## src/rtl/core/lvcf_mul.sv

```systemverilog
// Registered 32x32 signed multiplier, full 64-bit product, advances on enable.
// No package dependency.
module lvcf_mul (
   input  logic               clock,
   input  logic               enable,
   input  logic signed [31:0] a,
   input  logic signed [31:0] b,
   output logic signed [63:0] product
);

   logic signed [63:0] product_in;
   logic signed [63:0] product_ff;

   // Exact signed product
   assign product_in = a * b;

   always_ff @(posedge clock) begin
      if (enable) begin
         product_ff <= product_in;
      end
   end

   assign product = product_ff;

endmodule

```

## config.mk

```make
export PLATFORM = sky130hd
export DESIGN_NAME = lvcf_mul
export DESIGN_NICKNAME = d
export VERILOG_FILES = /design/src/rtl/core/lvcf_mul.sv
export SDC_FILE = /design/constraint.sdc
export NUM_CORES = 2
export LEC_CHECK = 0
export ABC_AREA = 1
export BUFFER_PORTS_ARGS = -buffer_cell sky130_fd_sc_hd__buf_2
export CAP_MARGIN = 20
export CORE_MARGIN = 4
export CORE_UTILIZATION = 45
export CTS_BUF_LIST = sky130_fd_sc_hd__clkbuf_8
export CTS_CLUSTER_DIAMETER = 60
export DETAILED_ROUTE_END_ITERATION = 6
export PLACE_DENSITY = 0.67
export SLEW_MARGIN = 20
export SYNTH_ARGS = -nofsm -noshare
export SYNTH_HDL_FRONTEND = slang
export SYNTH_SLANG_ARGS = --single-unit
```

## constraint.sdc

```tcl
create_clock -name clock -period 21.4 [get_ports clock]
set_input_delay 2.14 -clock clock [delete_from_list [all_inputs] [get_ports clock]]
set_output_delay 2.14 -clock clock [all_outputs]
set_load 0.1 [all_outputs]
```

== After elaboration in Yosys (flattened, before gate mapping) ==
Index checks and enable logic that the tools add are counted.
Operators by class
  $mul: 1
Operators with widths (number)
  multiplier 32 x 32 -> 64 bit: 1
Storage, ports and cells
  register bits: 64
  bits of input ports: 66
  output and inout bits: 64
  word-level logic and storage cells: 2

== Logic depth before layout (Yosys ltp) ==
  depth in word-level cells: 1
  depth in mapped cells: 31
  mapped depth without buffers: 30

== Worst setup path before layout ==
OpenSTA, ideal clock, no wires.
  path type: input-to-reg
  start: input port a[31]
  end: register product_ff[56] (netlist: product[56]) (data pin)
  setup time: 0.254 ns
  arrival time: 8.728 ns
  required time: 21.146 ns
  slack: 12.418 ns
  cell stages on the path: 26
  buffers on the path: 1
  path through: clkbuf_1 -> nand2_1 -> inv_1 -> fa_1 -> inv_1 -> fa_1 -> inv_1 -> fa_1 -> fa_1 -> inv_1 -> fa_1 -> inv_1 -> fa_1 -> inv_1 -> fa_1 -> fa_1 -> inv_1 -> ha_1 -> a21o_1 -> nor2_1 -> nor2_1 -> or2_2 -> nor2_1 -> nand3_1 -> nand2_1 -> nand2_1
Between the ends
  longest elaborated chain between the ends: 1
Ends and longest elaborated chain
  from (decl): line 6  | input logic signed [31:0] a,
  multiplier 32 x 32 -> 64 bit: line 15  | assign product_in = a * b;
  named net product_in[56]: line 11  | logic signed [63:0] product_in;
  to (signal assigned): line 19  | product_ff <= product_in;
  to (decl): line 12  | logic signed [63:0] product_ff;
The timed path passes the listed nets, and every way through them passes these cells.
A chain may end at the register's enable or synchronous reset.

== Worst setup path in the final report ==
  start: input port b[5]
  end: register product_ff[56] (netlist: product[56]) (data pin)
Between the ends
  longest elaborated chain between the ends: 1
Ends and longest elaborated chain
  from (decl): line 7  | input logic signed [31:0] b,
  multiplier 32 x 32 -> 64 bit: line 15
  named net product_in[56]: line 11
The timed path passes the listed nets, and every way through them passes these cells.

==> run_results.csv <==
group,metric,value,unit
sta,setup_violations,0,
logic_synthesis,synthTopCellsByArea,"fa_1 (53%), inv_1 (15%), nand2_1 (13%)",
drt,num_vias,30500,
drt,drc_violations,0,
sta,max_freq,102,MHz
global_routing,globalRouteOverflowTotal,0,
logic_synthesis,ys.flop_type,"edfxtp_1",
worst_setup_path,worstSetupPathDepth,27,
floorplan,die-height,308,um
clocking,ctsHtreeMaxLevel,3,
placed_design,gp_congestion,0.935,
worst_setup_path,slowest_stage,"fa_1",
floorplan,die_x,308,um
layout,filler_cell_count,8698,
logic_synthesis,ys_seq_area_share,4.75,%
layout,finalNetCount,6338,
logic_synthesis,synth.distinct_cells,32,
global_routing,wire_length_of_the_first_global_routing_pass,182000,um
layout,largest_register_ff_count,64,
worst_setup_path,critPathBufInv,8,
clocking,cts_buffer_depth,2,
layout,seq_area,1920,um^2
global_routing,m2_gr_usage,43.6,%
floorplan,die_area,94900,um^2
global_routing,antenna_found_initial,4,
drt,routedWlPerCell,17.8,um
logic_synthesis,share_of_async_settable_or_async_resettable_flops_after_synthesis,0,%
clocking,cts_tree,"done",
sta,slew-limit-headroom,33.5,%
clocking,cts_inserted_buffers,9,
global_routing,via_count_of_the_first_global_routing_pass,34100,
floorplan,initial_cell_density_of_the_core,45.6,%
drt,drt.antenna.violating_nets,0,
clocking,cts_hold_buf,0,
clocking,cts_repair_resize_count,0,
worst_setup_path,startpoint_type,"input pin",
logic_synthesis,post_syn_instances,5046,
floorplan,top_level_ports,130,
worst_setup_path,crit_path_required_time,21530,ps
worst_setup_path,criticalPathCategory,"in -> reg",
sta,worst-slew-pin-transition,997,ps
clocking,clk_pin_slew,80,ps
placed_design,dpl.hpwl,91800,um
drt,first_iter_violations,1894,
logic_synthesis,synth_most_common_cell,"inv_1",
clocking,cts.repair_timing.setup_buffer_count,0,
worst_setup_path,worstPathMaxFanout,32,
sta,setup_tns,0,ps
global_routing,top_usage_layer,"met2",
layout,multi_input_comb_area,31600,um^2
worst_setup_path,crit_path_start,"b[5]",
layout,layout-area-overhead-vs-synth,4.02,%
logic_synthesis,syn-cell-area,40500,um^2
logic_synthesis,synth_area_leader_cell,"fa_1",
sta,timing.final.crit_share,45.6,%
logic_synthesis,mappedNetlistNets,6378,
worst_setup_path,crit_path_end,"product[56]$_DFFE_PP_",
drt,vias_per_cell,4.94,
layout,share_of_post_route_cells_with_drive_strength_above_1,3.83,%
logic_synthesis,synth_commonest_cells,"inv_1 (1,659), nand2_1 (1,444), fa_1 (1,082), clkbuf_1 (192), ha_1 (184)",
logic_synthesis,netlist.area_leader.share,53.5,%
global_routing,track_usage,24.4,%
worst_setup_path,timing.critical_path.slowest_cell_delay,830,ps
clocking,clkSinkCount,64,
drt,drt_pre_antenna_iters,5,
sta,finalHoldViolCount,0,
floorplan,rows,109,
job,max_cap_violations,0,
sta,final_max_slew_violation_count,0,
status,status,"finished, final reports clean",
worst_hold_path,min_path_type,"in -> reg",
logic_synthesis,synth_enable_flop_cells,64,
worst_setup_path,critical_path_s_most_frequent_cell,"fa_1",
logic_synthesis,postSynthAreaPerCell,8.03,um^2
worst_setup_path,critical-path-top-delay-family,"adder cells",
sta,finalHoldWorstSlack,2520,ps
drt,wl,110000,um
worst_setup_path,critPathCaptureType,"flop",
logic_synthesis,synth_seq_cells,64,
clocking,clock-root-buffer,"clkbuf_8",
placed_design,placement.io_buffers,129,
global_routing,met3_demand_to_capacity_share_in_global_routing,2.83,%
sta,rsz_0062_raised_after_global_routing,"false",
logic_synthesis,yosys_warnings,0,
sta,final_period_minus_worst_setup_slack,9760,ps
global_routing,grt_start_max_net_pins,65,
global_routing,groute.layer.met1.usage,31.4,%
worst_setup_path,crit_arrival,9890,ps
floorplan,floorplan.core_area,88800,um^2
[final cells by class]
type	instances	area share [%]
multi-input cells	3131	75.1
inverters	1659	14.8
flip-flops and latches	64	4.56
well taps	1165	3.46
repair buffers	141	1.75
clock buffers	9	0.294
clock inverters	6	0.0683
diodes	1	0.00594
[worst min-delay path by stage]
stage	start	end	depth (start not counted)
after floorplan	enable	product[0]$_DFFE_PP_	0
after global placement	product[48]$_DFFE_PP_	product[48]	1
after detailed placement	product[39]$_DFFE_PP_	product[39]	1
after CTS	enable	product[11]$_DFFE_PP_	2
after global routing	a[0]	product[0]$_DFFE_PP_	4
final	enable	product[11]$_DFFE_PP_	2
[placed cells by master, fill, tap and decap left out, types with 20 or more instances in the layout]
cell | synthesis | routed
nand4_1 | 20 | 20
o21ai_0 | 20 | 20
xor2_1 | 30 | 30
nand2_1 | 1444 | 1444
edfxtp_1 | 64 | 64
nor2_1 | 139 | 139
fa_1 | 1082 | 1082
a21oi_1 | 67 | 67
ha_1 | 184 | 184
inv_1 | 1659 | 1660
buf_2 | 0 | 129
nand3_1 | 69 | 69
[per-stage QoR]
| step | setup slack, ps | utilization, % | cell area, um^2 | std cells |
|---|---|---|---|---|
| after global placement | 11300 | 47.3 | 42000 | 6160 |
| after CTS | 11630 | 47.4 | 42100 | 6175 |
| after global routing | 11050 | 47.4 | 42100 | 6175 |
| final | 11640 | 47.4 | 42100 | 6176 |
| after detailed placement | 11240 | 47.3 | 42000 | 6160 |
| after floorplan | 12420 | - | 40500 | 5046 |
[logic make-up after synthesis]
| group | Yosys count | share of synthesized area [%] |
|---|---|---|
| buffers and inverters | 1851 | 17.2 |
| and+or+nand+nor | 1725 | 16.8 |
| adders and majority gates | 1266 | 59.2 |
| AOI/OAI and AO/OA | 104 | 1.38 |
| DFF | 64 | 4.75 |
| xor gates and xnor gates | 36 | 0.779 |
[metal layers]
metal	wire, um	share of wire, %
met1	44600	41
met2	55700	51
met3	6080	5.5
met4	3580	3.3
met5	9	0.0082
Power is left out: the tool's default activity adds up to more than one toggle a clock period on the data nets, which glitch-free logic cannot reach.
